[config.mk]
export PLATFORM = sky130hd
export DESIGN_NAME = screen_line_position_table_unit
export DESIGN_NICKNAME = d
export VERILOG_FILES = /design/src/hw/rtl/lspt_pkg.sv /design/src/hw/rtl/lspt_mem.sv /design/src/hw/rtl/lspt_seq.sv /design/src/hw/rtl/screen_line_position_table_unit.sv
export SDC_FILE = /design/constraint.sdc
export NUM_CORES = 2
export LEC_CHECK = 0
export BUFFER_PORTS_ARGS = -buffer_cell sky130_fd_sc_hd__buf_2
export CAP_MARGIN = 20
export CORE_MARGIN = 3
export CORE_UTILIZATION = 35
export DETAILED_ROUTE_END_ITERATION = 12
export PLACE_DENSITY = 0.54
export SYNTH_ARGS = -nofsm -noshare
export SYNTH_HDL_FRONTEND = slang
export SYNTH_HIERARCHICAL = 1
export SYNTH_SLANG_ARGS = --single-unit
export TNS_END_PERCENT = 1
[constraint.sdc]
create_clock -name clk -period 8.1 [get_ports clk]
set_input_delay 0.405 -clock clk [delete_from_list [all_inputs] [get_ports clk]]
set_output_delay 0.405 -clock clk [all_outputs]
set_load 0.02 [all_outputs]
[src/hw/rtl/lspt_pkg.sv]
// ----------------------------------------------------------------------------
// Screen line position table package
// Field widths, command and index mode codes, and the word types of the
// request, result and table memory control.
// ----------------------------------------------------------------------------
package lspt_pkg;

  localparam int POS_BITS      = 48;
  localparam int LINE_W        = 8;
  localparam int CMD_W         = 3;
  localparam int IDX_IN_W      = 6;
  localparam int MODE_W        = 3;
  localparam int VIS_W         = 7;
  localparam int MAX_LINES_DEF = 64;

  localparam logic [VIS_W-1:0]    VIS_RESET = 7'd24;
  localparam logic [POS_BITS-1:0] POS_NULL  = '1;
  localparam logic [LINE_W-1:0]   LINE_NONE = '1;

  typedef enum logic [CMD_W-1:0] {
    CMD_CLEAR    = 3'd0,
    CMD_PUSH_BOT = 3'd1,
    CMD_PUSH_TOP = 3'd2,
    CMD_READ     = 3'd3,
    CMD_FIND     = 3'd4,
    CMD_EMPTY    = 3'd5,
    CMD_FIRST    = 3'd6
  } cmd_t;

  typedef enum logic [MODE_W-1:0] {
    WHERE_GIVEN   = 3'd0,
    WHERE_TOP     = 3'd1,
    WHERE_BOTTOM  = 3'd2,
    WHERE_BOTTOM1 = 3'd3,
    WHERE_MIDDLE  = 3'd4
  } where_t;

  typedef struct packed {
    logic [CMD_W-1:0]           command;
    logic signed [POS_BITS-1:0] file_position;
    logic [IDX_IN_W-1:0]        line_index;
    logic [IDX_IN_W-1:0]        range_end;
    logic [MODE_W-1:0]          where_mode;
  } req_t;

  typedef struct packed {
    logic signed [POS_BITS-1:0] position_out;
    logic signed [LINE_W-1:0]   line_out;
    logic                       is_empty;
    logic                       error;
  } rsp_t;

  typedef struct packed {
    logic rd_en;
    logic wr_en;
    logic clr_en;
  } mem_op_t;

endpackage

[src/hw/rtl/lspt_mem.sv]
// ----------------------------------------------------------------------------
// Line table memory
// One write port and one registered read port. Valid bits make an entry
// that was never written since reset or a clear read as null.
// ----------------------------------------------------------------------------
module lspt_mem import lspt_pkg::*; #(
  parameter int MAX_LINES = MAX_LINES_DEF,
  parameter int IW        = $clog2(MAX_LINES),
  parameter int NW        = $clog2(MAX_LINES + 1)
) (
  input  logic                clk,
  input  logic                rst,
  input  mem_op_t             op,
  input  logic [NW-1:0]       n,
  input  logic [IW-1:0]       rd_addr,
  input  logic [IW-1:0]       wr_addr,
  input  logic [POS_BITS-1:0] wr_data,
  output logic [POS_BITS-1:0] rd_data
);

  logic [POS_BITS-1:0]  mem [MAX_LINES];
  logic [MAX_LINES-1:0] valid;
  logic [POS_BITS-1:0]  rd_raw;
  logic                 rd_valid;

  always_ff @(posedge clk) begin
    if (op.wr_en) begin
      mem[wr_addr] <= wr_data;
    end
    if (op.rd_en) begin
      rd_raw <= mem[rd_addr];
    end
  end

  always_ff @(posedge clk) begin
    if (rst) begin
      valid    <= '0;
      rd_valid <= 1'b0;
    end else begin
      if (op.clr_en) begin
        for (int i = 0; i < MAX_LINES; i++) begin
          if (NW'(i) < n) begin
            valid[i] <= 1'b0;
          end
        end
      end
      if (op.wr_en) begin
        valid[wr_addr] <= 1'b1;
      end
      if (op.rd_en) begin
        rd_valid <= valid[rd_addr];
      end
    end
  end

  assign rd_data = rd_valid ? rd_raw : POS_NULL;

endmodule

[src/hw/rtl/lspt_seq.sv]
// ----------------------------------------------------------------------------
// Line table sequencer
// Walks the table one entry per cycle, moves entries for the scroll
// commands and builds the result word.
// ----------------------------------------------------------------------------
module lspt_seq import lspt_pkg::*; #(
  parameter int MAX_LINES = MAX_LINES_DEF,
  parameter int IW        = $clog2(MAX_LINES),
  parameter int NW        = $clog2(MAX_LINES + 1),
  parameter int CW        = (NW > LINE_W) ? NW : LINE_W
) (
  input  logic                clk,
  input  logic                rst,
  input  logic                start,
  input  req_t                req,
  input  logic [NW-1:0]       n,
  input  logic                take,
  output logic                idle,
  output logic                done,
  output rsp_t                res,
  output mem_op_t             op,
  output logic [IW-1:0]       rd_addr,
  output logic [IW-1:0]       wr_addr,
  output logic [POS_BITS-1:0] wr_data,
  input  logic [POS_BITS-1:0] rd_data
);

  typedef enum logic [3:0] {
    S_IDLE = 4'b0001,
    S_SCAN = 4'b0010,
    S_FIN  = 4'b0100,
    S_DONE = 4'b1000
  } state_t;

  state_t              state, state_next;
  logic [CMD_W-1:0]    cmd, cmd_next;
  logic [POS_BITS-1:0] pos, pos_next;
  logic [IW-1:0]       addr, addr_next;
  logic [IW-1:0]       last, last_next;
  logic                down, down_next;
  logic                issuing, issuing_next;
  logic                pend, pend_next;
  logic [IW-1:0]       pidx, pidx_next;
  logic [POS_BITS-1:0] prev, prev_next;
  rsp_t                res_next;

  logic [CW-1:0] n_c, li_c, re_c, sel_k, mid_c;
  logic [IW-1:0] idx_bot, idx_bot1;
  logic          k_bad, li_bad, re_bad;
  logic          pos_lt, ent_filled, ent_blank, stop;

  assign n_c      = CW'(n);
  assign li_c     = CW'(req.line_index);
  assign re_c     = CW'(req.range_end);
  assign mid_c    = (n_c - CW'(1)) >> 1;
  assign idx_bot  = IW'(n - NW'(2));
  assign idx_bot1 = IW'(n - NW'(1));
  assign li_bad   = li_c >= n_c;
  assign re_bad   = re_c >= n_c;

  always_comb begin
    unique case (req.where_mode)
      WHERE_TOP:     sel_k = '0;
      WHERE_BOTTOM:  sel_k = n_c - CW'(2);
      WHERE_BOTTOM1: sel_k = n_c - CW'(1);
      WHERE_MIDDLE:  sel_k = mid_c;
      default:       sel_k = li_c;
    endcase
  end

  assign k_bad = sel_k >= n_c;

  assign pos_lt     = $signed(pos) < $signed(rd_data);
  assign ent_filled = rd_data != POS_NULL;
  assign ent_blank  = !ent_filled || (rd_data == '0);

  assign idle = state == S_IDLE;
  assign done = state == S_DONE;

  always_comb begin
    state_next   = state;
    cmd_next     = cmd;
    pos_next     = pos;
    addr_next    = addr;
    last_next    = last;
    down_next    = down;
    issuing_next = issuing;
    pend_next    = 1'b0;
    pidx_next    = pidx;
    prev_next    = prev;
    res_next     = res;
    op           = '0;
    rd_addr      = addr;
    wr_addr      = '0;
    wr_data      = rd_data;
    stop         = 1'b0;

    unique case (state)
      S_IDLE: begin
        if (start) begin
          cmd_next     = req.command;
          pos_next     = req.file_position;
          res_next     = '0;
          down_next    = 1'b0;
          issuing_next = 1'b1;
          addr_next    = '0;
          last_next    = idx_bot1;
          state_next   = S_SCAN;
          unique case (req.command)
            CMD_CLEAR: begin
              op.clr_en  = 1'b1;
              state_next = S_DONE;
            end
            CMD_PUSH_BOT: begin
              addr_next = IW'(1);
            end
            CMD_PUSH_TOP: begin
              addr_next = idx_bot;
              last_next = '0;
              down_next = 1'b1;
            end
            CMD_READ: begin
              if (k_bad) begin
                res_next.position_out = POS_NULL;
                res_next.error        = 1'b1;
                state_next            = S_DONE;
              end else begin
                addr_next = IW'(sel_k);
                last_next = IW'(sel_k);
              end
            end
            CMD_FIND: begin
              res_next.position_out = POS_NULL;
              res_next.line_out     = LINE_NONE;
            end
            CMD_EMPTY: begin
              if (li_bad || re_bad) begin
                res_next.error = 1'b1;
                state_next     = S_DONE;
              end else begin
                res_next.is_empty = 1'b1;
                addr_next         = IW'(li_c);
                last_next         = IW'(re_c);
                if (li_c > re_c) begin
                  state_next = S_DONE;
                end
              end
            end
            CMD_FIRST: begin
              res_next.position_out = POS_NULL;
              res_next.line_out     = LINE_NONE;
              unique case (req.where_mode)
                WHERE_TOP: begin
                  last_next = idx_bot;
                end
                WHERE_BOTTOM, WHERE_BOTTOM1: begin
                  addr_next = idx_bot;
                  last_next = '0;
                  down_next = 1'b1;
                end
                default: begin
                  if (k_bad) begin
                    res_next.error = 1'b1;
                    state_next     = S_DONE;
                  end else begin
                    addr_next = IW'(sel_k);
                    last_next = IW'(sel_k);
                  end
                end
              endcase
            end
            default: begin
              state_next = S_DONE;
            end
          endcase
        end
      end

      S_SCAN: begin
        if (issuing) begin
          op.rd_en  = 1'b1;
          pend_next = 1'b1;
          pidx_next = addr;
          if (addr == last) begin
            issuing_next = 1'b0;
          end else begin
            addr_next = down ? addr - IW'(1) : addr + IW'(1);
          end
        end
        if (pend) begin
          case (cmd)
            CMD_PUSH_BOT: begin
              op.wr_en = 1'b1;
              wr_addr  = pidx - IW'(1);
            end
            CMD_PUSH_TOP: begin
              op.wr_en = 1'b1;
              wr_addr  = pidx + IW'(1);
            end
            CMD_READ: begin
              res_next.position_out = rd_data;
            end
            CMD_FIND: begin
              prev_next = rd_data;
              if (pos_lt) begin
                stop = 1'b1;
                if (pidx != '0) begin
                  res_next.position_out = prev;
                  res_next.line_out     = LINE_W'(CW'(pidx) - CW'(1));
                end
              end
            end
            CMD_EMPTY: begin
              if (!ent_blank) begin
                res_next.is_empty = 1'b0;
                stop              = 1'b1;
              end
            end
            CMD_FIRST: begin
              if (ent_filled) begin
                res_next.position_out = rd_data;
                res_next.line_out     = LINE_W'(CW'(pidx) + CW'(1));
                stop                  = 1'b1;
              end
            end
            default: begin
              stop = 1'b1;
            end
          endcase
          if (stop) begin
            state_next = S_DONE;
          end else if (!issuing) begin
            state_next = (cmd == CMD_PUSH_BOT || cmd == CMD_PUSH_TOP) ? S_FIN : S_DONE;
          end
        end
      end

      S_FIN: begin
        op.wr_en   = 1'b1;
        wr_addr    = (cmd == CMD_PUSH_BOT) ? idx_bot1 : '0;
        wr_data    = pos;
        state_next = S_DONE;
      end

      S_DONE: begin
        if (take) begin
          state_next = S_IDLE;
        end
      end

      default: begin
        state_next = S_IDLE;
      end
    endcase
  end

  always_ff @(posedge clk) begin
    if (rst) begin
      state   <= S_IDLE;
      issuing <= 1'b0;
      pend    <= 1'b0;
    end else begin
      state   <= state_next;
      issuing <= issuing_next;
      pend    <= pend_next;
    end
  end

  always_ff @(posedge clk) begin
    cmd  <= cmd_next;
    pos  <= pos_next;
    addr <= addr_next;
    last <= last_next;
    down <= down_next;
    pidx <= pidx_next;
    prev <= prev_next;
    res  <= res_next;
  end

endmodule

[src/hw/rtl/screen_line_position_table_unit.sv]
// One command is taken at a time and answered with exactly one result word.
// Clear, unknown commands and out-of-range indexes finish without a scan;
// a read looks at a single entry; scroll pushes and scans step through up
// to n entries, where n is the number of lines in use, because the table
// memory has one read port and the sequencer looks at one entry per cycle.
// The result sits in an output register, so a new command can be taken
// while the previous result waits. Reset needs no clearing pass.
// ----------------------------------------------------------------------------
// Screen line position table unit
// Top level: request and result channels, line count register, table
// memory and sequencer.
// ----------------------------------------------------------------------------
module screen_line_position_table_unit import lspt_pkg::*; #(
  parameter int MAX_LINES = MAX_LINES_DEF
) (
  input  logic             clk,
  input  logic             rst,
  input  logic             in_valid,
  output logic             in_ready,
  input  req_t             in_data,
  output logic             out_valid,
  input  logic             out_ready,
  output rsp_t             out_data,
  input  logic             cfg_valid,
  output logic             cfg_ready,
  input  logic [VIS_W-1:0] cfg_data
);

  localparam int IW = $clog2(MAX_LINES);
  localparam int NW = $clog2(MAX_LINES + 1);
  localparam int CW = (NW > LINE_W) ? NW : LINE_W;

  logic [VIS_W-1:0]    visible_lines;
  logic [CW-1:0]       vis_c, n_c;
  logic [NW-1:0]       n;
  logic                start, seq_idle, seq_done, load;
  rsp_t                seq_res;
  mem_op_t             op;
  logic [IW-1:0]       rd_addr, wr_addr;
  logic [POS_BITS-1:0] wr_data, rd_data;

  assign cfg_ready = 1'b1;

  always_ff @(posedge clk) begin
    if (rst) begin
      visible_lines <= VIS_RESET;
    end else if (cfg_valid && cfg_ready) begin
      visible_lines <= cfg_data;
    end
  end

  assign vis_c = CW'(visible_lines);
  assign n_c   = (vis_c < CW'(2)) ? CW'(2) :
                 (vis_c > CW'(MAX_LINES)) ? CW'(MAX_LINES) : vis_c;
  assign n     = NW'(n_c);

  assign in_ready = seq_idle;
  assign start    = in_valid && in_ready;
  assign load     = seq_done && (!out_valid || out_ready);

  always_ff @(posedge clk) begin
    if (rst) begin
      out_valid <= 1'b0;
    end else if (load) begin
      out_valid <= 1'b1;
    end else if (out_ready) begin
      out_valid <= 1'b0;
    end
  end

  always_ff @(posedge clk) begin
    if (load) begin
      out_data <= seq_res;
    end
  end

  lspt_seq #(
    .MAX_LINES (MAX_LINES),
    .IW        (IW),
    .NW        (NW),
    .CW        (CW)
  ) u_seq (
    .clk     (clk),
    .rst     (rst),
    .start   (start),
    .req     (in_data),
    .n       (n),
    .take    (load),
    .idle    (seq_idle),
    .done    (seq_done),
    .res     (seq_res),
    .op      (op),
    .rd_addr (rd_addr),
    .wr_addr (wr_addr),
    .wr_data (wr_data),
    .rd_data (rd_data)
  );

  lspt_mem #(
    .MAX_LINES (MAX_LINES),
    .IW        (IW),
    .NW        (NW)
  ) u_mem (
    .clk     (clk),
    .rst     (rst),
    .op      (op),
    .n       (n),
    .rd_addr (rd_addr),
    .wr_addr (wr_addr),
    .wr_data (wr_data),
    .rd_data (rd_data)
  );

`ifndef ASSERT_OFF
  a_busy_after_accept: assert property (@(posedge clk) disable iff (rst)
    start |=> !in_ready)
    else $error("command accepted while another is in progress");

  a_done_not_idle: assert property (@(posedge clk) disable iff (rst)
    seq_done |-> !in_ready)
    else $error("sequencer idle with an undelivered result");

  a_result_held: assert property (@(posedge clk) disable iff (rst)
    seq_done && out_valid && !out_ready |=> seq_done && $stable(seq_res))
    else $error("result dropped while the output word was stalled");

  a_no_clear_and_write: assert property (@(posedge clk) disable iff (rst)
    !(op.clr_en && op.wr_en))
    else $error("table clear and write in the same cycle");
`endif

endmodule
Word-level counts from Yosys, hierarchy flattened
Memories as Yosys holds them, arrays and structs flattened. A register that Yosys moved wholly into a read port is not among the register bits.
Index checks and enable logic that the tools add are counted.
{"block": "op_classes", "order_cmp": 74, "reduce_logical": 29, "mux": 148, "n_bitwise": 1, "n_addsub": 10, "n_eq_ne": 35}
{"cell": "$lt A6 B7 Y1 const A", "n": 32}
{"cell": "$mux W64", "n": 3}
{"cell": "$mux W56", "n": 3}
{"cell": "$mux W48", "n": 3}
{"cell": "$pmux W48 S3", "n": 1}
{"cell": "$pmux W57 S2", "n": 1}
{"cell": "$lt A5 B7 Y1 const A", "n": 16}
{"cell": "$pmux W48 S2", "n": 1}
{"cell": "$mux W1", "n": 93}
{"cell": "$or A64 B64 Y64", "n": 1}
{"cell": "$mux W6", "n": 10}
{"cell": "$pmux W6 S2", "n": 5}
{"cell": "$mux W58", "n": 1}
{"cell": "$mux W57", "n": 1}
{"cell": "$lt A4 B7 Y1 const A", "n": 8}
{"cell": "$logic_not A48 Y1", "n": 1}
{"cell": "$lt A48 B48 Y1", "n": 1}
{"cell": "$ne A48 B48 Y1 const B", "n": 1}
{"cell": "$mux W4", "n": 10}
{"cell": "$pmux W4 S4", "n": 2}
{"cell": "$pmux W8 S4", "n": 1}
{"cell": "$pmux W6 S5", "n": 1}
{"cell": "$lt A3 B7 Y1 const A", "n": 4}
{"cell": "$pmux W6 S4", "n": 1}
{"cell": "other kinds (50)", "n": 96}
{"block": "totals", "input_bits": 78, "memories": 1, "ff_bits": 313, "out_inout_bits": 61, "ram_bits": 3072, "elab_cells": 320}
{"name": "u_mem.mem", "words": 64, "word_bits": 48, "read_ports": 1, "rd_clocked_by_memory_dff": 1, "write_ports": 1, "line": "lspt_mem.sv:21", "rtl": "logic [POS_BITS-1:0] mem [MAX_LINES];"}

Logic depth before layout (Yosys ltp)
{"block": "logic_depth", "word_depth": 12, "depth_mapped": 17}

Cells and area by module
Netlist, hierarchy kept.
{"module": "lspt_mem", "cells_each": 5074, "n_inst": 1, "area_per_inst_um2": 121062.4}
{"module": "lspt_seq", "cells_each": 1029, "n_inst": 1, "area_per_inst_um2": 10950.5}
{"module": "screen_line_position_table_unit", "cells_each": 99, "n_inst": 1, "area_per_inst_um2": 2110.8}

Least setup slack after synthesis
No wires, ideal clock.
{"block": "synth_timing", "path_kind": "reg2reg", "startpoint": "reg visible_lines[2]", "endpoint": "mem u_mem.mem[42][0] (enable)", "path_buffers": 0, "setup_ns": 0.515, "path_stages_with_launch": 10, "slack_ns": 1.411, "arrival_ns": 6.174, "t_required_ns": 7.585, "path_cell_list": "dfxtp_1 or4_4 a21oi_1 inv_1 ha_1 nor4b_2 xnor2_1 o22ai_1 nand4b_1 nor3_1"}
{"block": "synth_via", "elab_chain_cells": 6, "word_cells_on_any_way": 7}
{"item": "start: declaration", "line": "screen_line_position_table_unit.sv:33", "rtl": "logic [VIS_W-1:0] visible_lines;"}
{"item": "start signal: assignment", "line": "screen_line_position_table_unit.sv:48", "rtl": "visible_lines <= cfg_data;"}
{"item": "$gt A7 B7 Y1", "line": "screen_line_position_table_unit.sv:54", "rtl": "(vis_c > CW'(MAX_LINES)) ? CW'(MAX_LINES) : vis_c;"}
{"item": "$mux W7", "line": "screen_line_position_table_unit.sv:54"}
{"item": "$mux W7 *", "line": "screen_line_position_table_unit.sv:53", "rtl": "assign n_c = (vis_c < CW'(2)) ? CW'(2) :"}
{"item": "via n_c[1]", "line": "screen_line_position_table_unit.sv:34", "rtl": "logic [CW-1:0] vis_c, n_c;"}
{"item": "$sub A6 B1 Y6 *", "line": "lspt_seq.sv:57", "rtl": "assign idx_bot1 = IW'(n - NW'(1));"}
{"item": "$mux W6 *", "line": "lspt_seq.sv:240", "rtl": "wr_addr = (cmd == CMD_PUSH_BOT) ? idx_bot1 : '0;"}
{"item": "$pmux W6 S2 *", "line": "lspt_seq.sv:98", "rtl": "unique case (state)"}
{"item": "via wr_addr[5]", "line": "screen_line_position_table_unit.sv:39", "rtl": "logic [IW-1:0] rd_addr, wr_addr;"}
{"item": "end: declaration", "line": "lspt_mem.sv:21"}
Mark *: on every way through the listed nets, which the timed path passes. The rest lies on a longest branch.

Worst setup path in the final report
{"block": "layout_timing", "startpoint": "reg visible_lines[6]", "endpoint": "mem u_mem.mem[10][24] (enable)"}
The elaborated chain is that of the path after synthesis.

==> results_dict.tcl <==
set metrics [dict create \
    grt_start_max_net_pins 119 \
    synthCells 6202 \
    fin_tns_setup_ns 0 \
    drt_first_iter_violations 8634 \
    p_sw_mw 9.232 \
    antenna_found_initial 18 \
    min_period_ns 6.600 \
    drt_pass1_iterations 6 \
    tightest_slew_ns 1.200 \
    skew_ns 0.06367 \
    ys_ff_latch 3433 \
    grt_pass1_vias 68340 \
    pwr-share-seq_pct 49.5 \
    crit_slowest_cell "nor2_4" \
    synth_top_area_share_pct 75.09 \
    finalHoldViolations 0 \
    dieWidth_um 625.0 \
    dp_hpwl_um 240100 \
    yosys-top-cells-area "edfxtp_1 (75%), mux4_2 (16%), dfxtp_1 (1.2%)" \
    area_growth_pct 15.85 \
    whs_ns 0.1171 \
    hold_class "input pin to flop" \
    worstSetupEndpointType "flop" \
    io_pins 139 \
    via_per_inst 5.640 \
    final_area_um2 155400 \
    placed_area_um2 142800 \
    wl_per_cell_um 33.03 \
    power.total_mw 39.46 \
    cts_root_buf "clkbuf_16" \
    vias 67710 \
    portBuffers 137 \
    synth-edff-count 3354 \
    synth-main-ff-cell "edfxtp_1" \
    synthMostInstantiatedCell "edfxtp_1" \
    p_leak_nw 55.39 \
    synth-seq-area-share_pct 76.27 \
    critPathTopFamily "simple AND/OR/NAND/NOR gates" \
    p_int_mw 30.23 \
    crit_type "flop to flop" \
    powerDensity_nw_per_um2 253.9 \
    cts_setup_buffers 0 \
    grt_pass1_wl_um 554400 \
    synth_commonest_cells "edfxtp_1 (3354), mux4_2 (926), nand2_1 (183), clkbuf_1 (167), nor2_1 (160)" \
    switching_share_pct 23.39 \
    vdd_ir_drop_max_uv 179.7 \
    layout-drive-gt1-share_pct 28.21 \
    die_h_um 625.0 \
    core_area_um2 380300 \
    clock-sinks 3433 \
    grt_setup_unrepaired "false" \
    slew_headroom_pct 19.97 \
    start_kind "flop" \
    ys_types 84 \
    setup_viol 0 \
    min_period_over_period_pct 81.48 \
    arrival_ns 7.16 \
    clkPwrFrac_pct 41.6 \
    drc 0 \
    status "complete, no violations" \
    maxSlewViolCount 0 \
    max_freq_ghz 0.1515 \
    slowest_delay_ns 1.09 \
    p_comb_share_pct 8.9 \
    antenna_left 0 \
    layout.nets 6845 \
    ctsResizeCount 0 \
    gp_congestion 0.8633 \
    htree_levels 5 \
    grt_usage_pct 20.07 \
    syn_area_per_cell_um2 21.63 \
    multi_input_area_um2 30990 \
    fin_util_pct 40.86 \
    cts_buffers 364 \
    clock_path_buffers 4 \
    floorplan.rows 226 \
    final-seq-area_um2 102300 \
    async_flop_share_pct 0 \
    cts_tree "built" \
    crit_required_ns 8.66 \
    path_max_fanout 23 \
    postRouteWirelength_um 396600 \
    ys_warn_count 6 \
    grt_overflow 0 \
    fillCellCount 32960 \
    path_buf_inv 2 \
    syn_nets 6367 \
    die-area_um2 390700 \
    clock_latency_ns 0.95 \
    synth_top_cell_by_area "edfxtp_1" \
    cap_viol_max_count 0 \
    crit_chain "nor2b_2 > inv_1 > ha_1 > nor2b_1 > xnor2_1 > o22ai_1 > nand2_1 > nor2_4 > buf_4" \
    syn_area_um2 134100 \
    start_util_pct 35.27 \
    clkTransAtPathRegs_ns 0.06 \
]
==> layer usage <==
| layer | wire length, um | share of wire [%] | track usage (%) |
|---|---|---|---|
| met5 | 0 | 0 | 0 |
| met4 | 13290 | 3.3 | 5.925 |
| met3 | 29790 | 7.5 | 3.613 |
| met2 | 188700 | 48 | 32.00 |
| met1 | 164900 | 42 | 28.17 |
==> repair_timing <==
action                                  CTS  global route
hold buffers                             76             0
hold endpoints to repair                 70             0
endpoints found under the setup margin    0             0
==> stage by stage <==
step,worst slack (ns),instances
finish,1.500,12010
global route,1.192,12000
CTS,1.406,11990
detailed placement,1.434,11250
global placement,1.631,11240
floorplan,1.411,6202
==> worst reg2reg max path, cell delays in order, from the launching register on <==
cell,delay (ns)
dfxtp_1,0.63
nor2b_2,1.01
inv_1,0.35
ha_1,0.36
nor2b_1,0.17
xnor2_1,0.25
o22ai_1,0.94
nand2_1,0.81
nor2_4,1.09
buf_4,0.57
==> worst paths after layout <==
path                       endpoint             start  slack, ns  cells after the start
setup / recovery  u_mem/mem[10][24]  visible_lines[6]       1.50                      9
hold reg to reg        out_data[48]     u_seq/res[48]       0.40                      0
setup reg to reg  u_mem/mem[10][24]  visible_lines[6]       1.50                      9
hold / removal       u_seq/state[2]          in_valid       0.12                      4
==> power groups by stage <==
stage / Sequential, mW / Combinational [mW] / Clock [mW]
2_1_floorplan: 19.9 / 2.25 / 0
3_3_place_gp: 19.9 / 3.52 / 0
3_5_place_dp: 19.9 / 3.53 / 0
4_1_cts: 19.5 / 3.58 / 16.7
5_1_grt: 19.5 / 3.70 / 17.4
6_report: 19.5 / 3.52 / 16.4
==> cell usage in the layout (no fill, tap or decap), drive strengths merged, types with 19 or more instances in the layout <==
master       Yosys  final
edfxtp        3354   3354
mux4           926    926
clkbuf         167    458
buf            172    375
nand2          183    183
nor2           161    161
o21ai          160    160
clkinv           0    156
a22oi          138    138
a21oi          119    119
inv             95    107
ha              85     85
dfxtp           79     79
dlygate4sd3      0     76
nand2b          71     71
mux2i           61     61
a31oi           40     40
nand3           38     38
bufinv           0     32
nand4           27     27
nor2b           26     26
xnor2           24     24
a221oi          23     23
nor4            22     22
a22o            19     19
==> kinds of logic after synthesis <==
| logic type | after synthesis | share of synthesized area, % |
|---|---|---|
| DFF | 3433 | 76.27 |
| muxes | 995 | 16.07 |
| AOI/OAI and AO/OA | 615 | 2.992 |
| and+or+nand+nor | 603 | 2.217 |
| buffers and inverters | 434 | 1.396 |
| adders and majority gates | 87 | 0.8228 |
| xor gates and xnor gates | 34 | 0.2276 |
| other | 1 | 0.002796 |
==> layout make-up <==
| type | count | area share [%] |
|---|---|---|
| antenna | 10 | 0.01610 |
| sequential | 3433 | 65.83 |
| multi-input combinational | 2335 | 19.94 |
| tap | 5016 | 4.039 |
| clock inverter | 208 | 1.355 |
| inverter | 95 | 0.2416 |
| clock buffer | 458 | 6.157 |
| timing repair buffer | 451 | 2.412 |
==> flip-flops by register name, summed over array words and instances, names as in the netlist, 3 cells and up <==
register / count
u_mem/mem: 3072
u_mem/valid: 64
out_data: 58
u_seq/res: 58
u_mem/rd_raw: 48
u_seq/pos: 48
u_seq/prev: 48
visible_lines: 7
u_seq/last: 6
u_seq/pidx: 6
u_seq/rd_addr: 6
u_seq/state: 4
u_seq/cmd: 3
(Power assumes the default switching activity.)
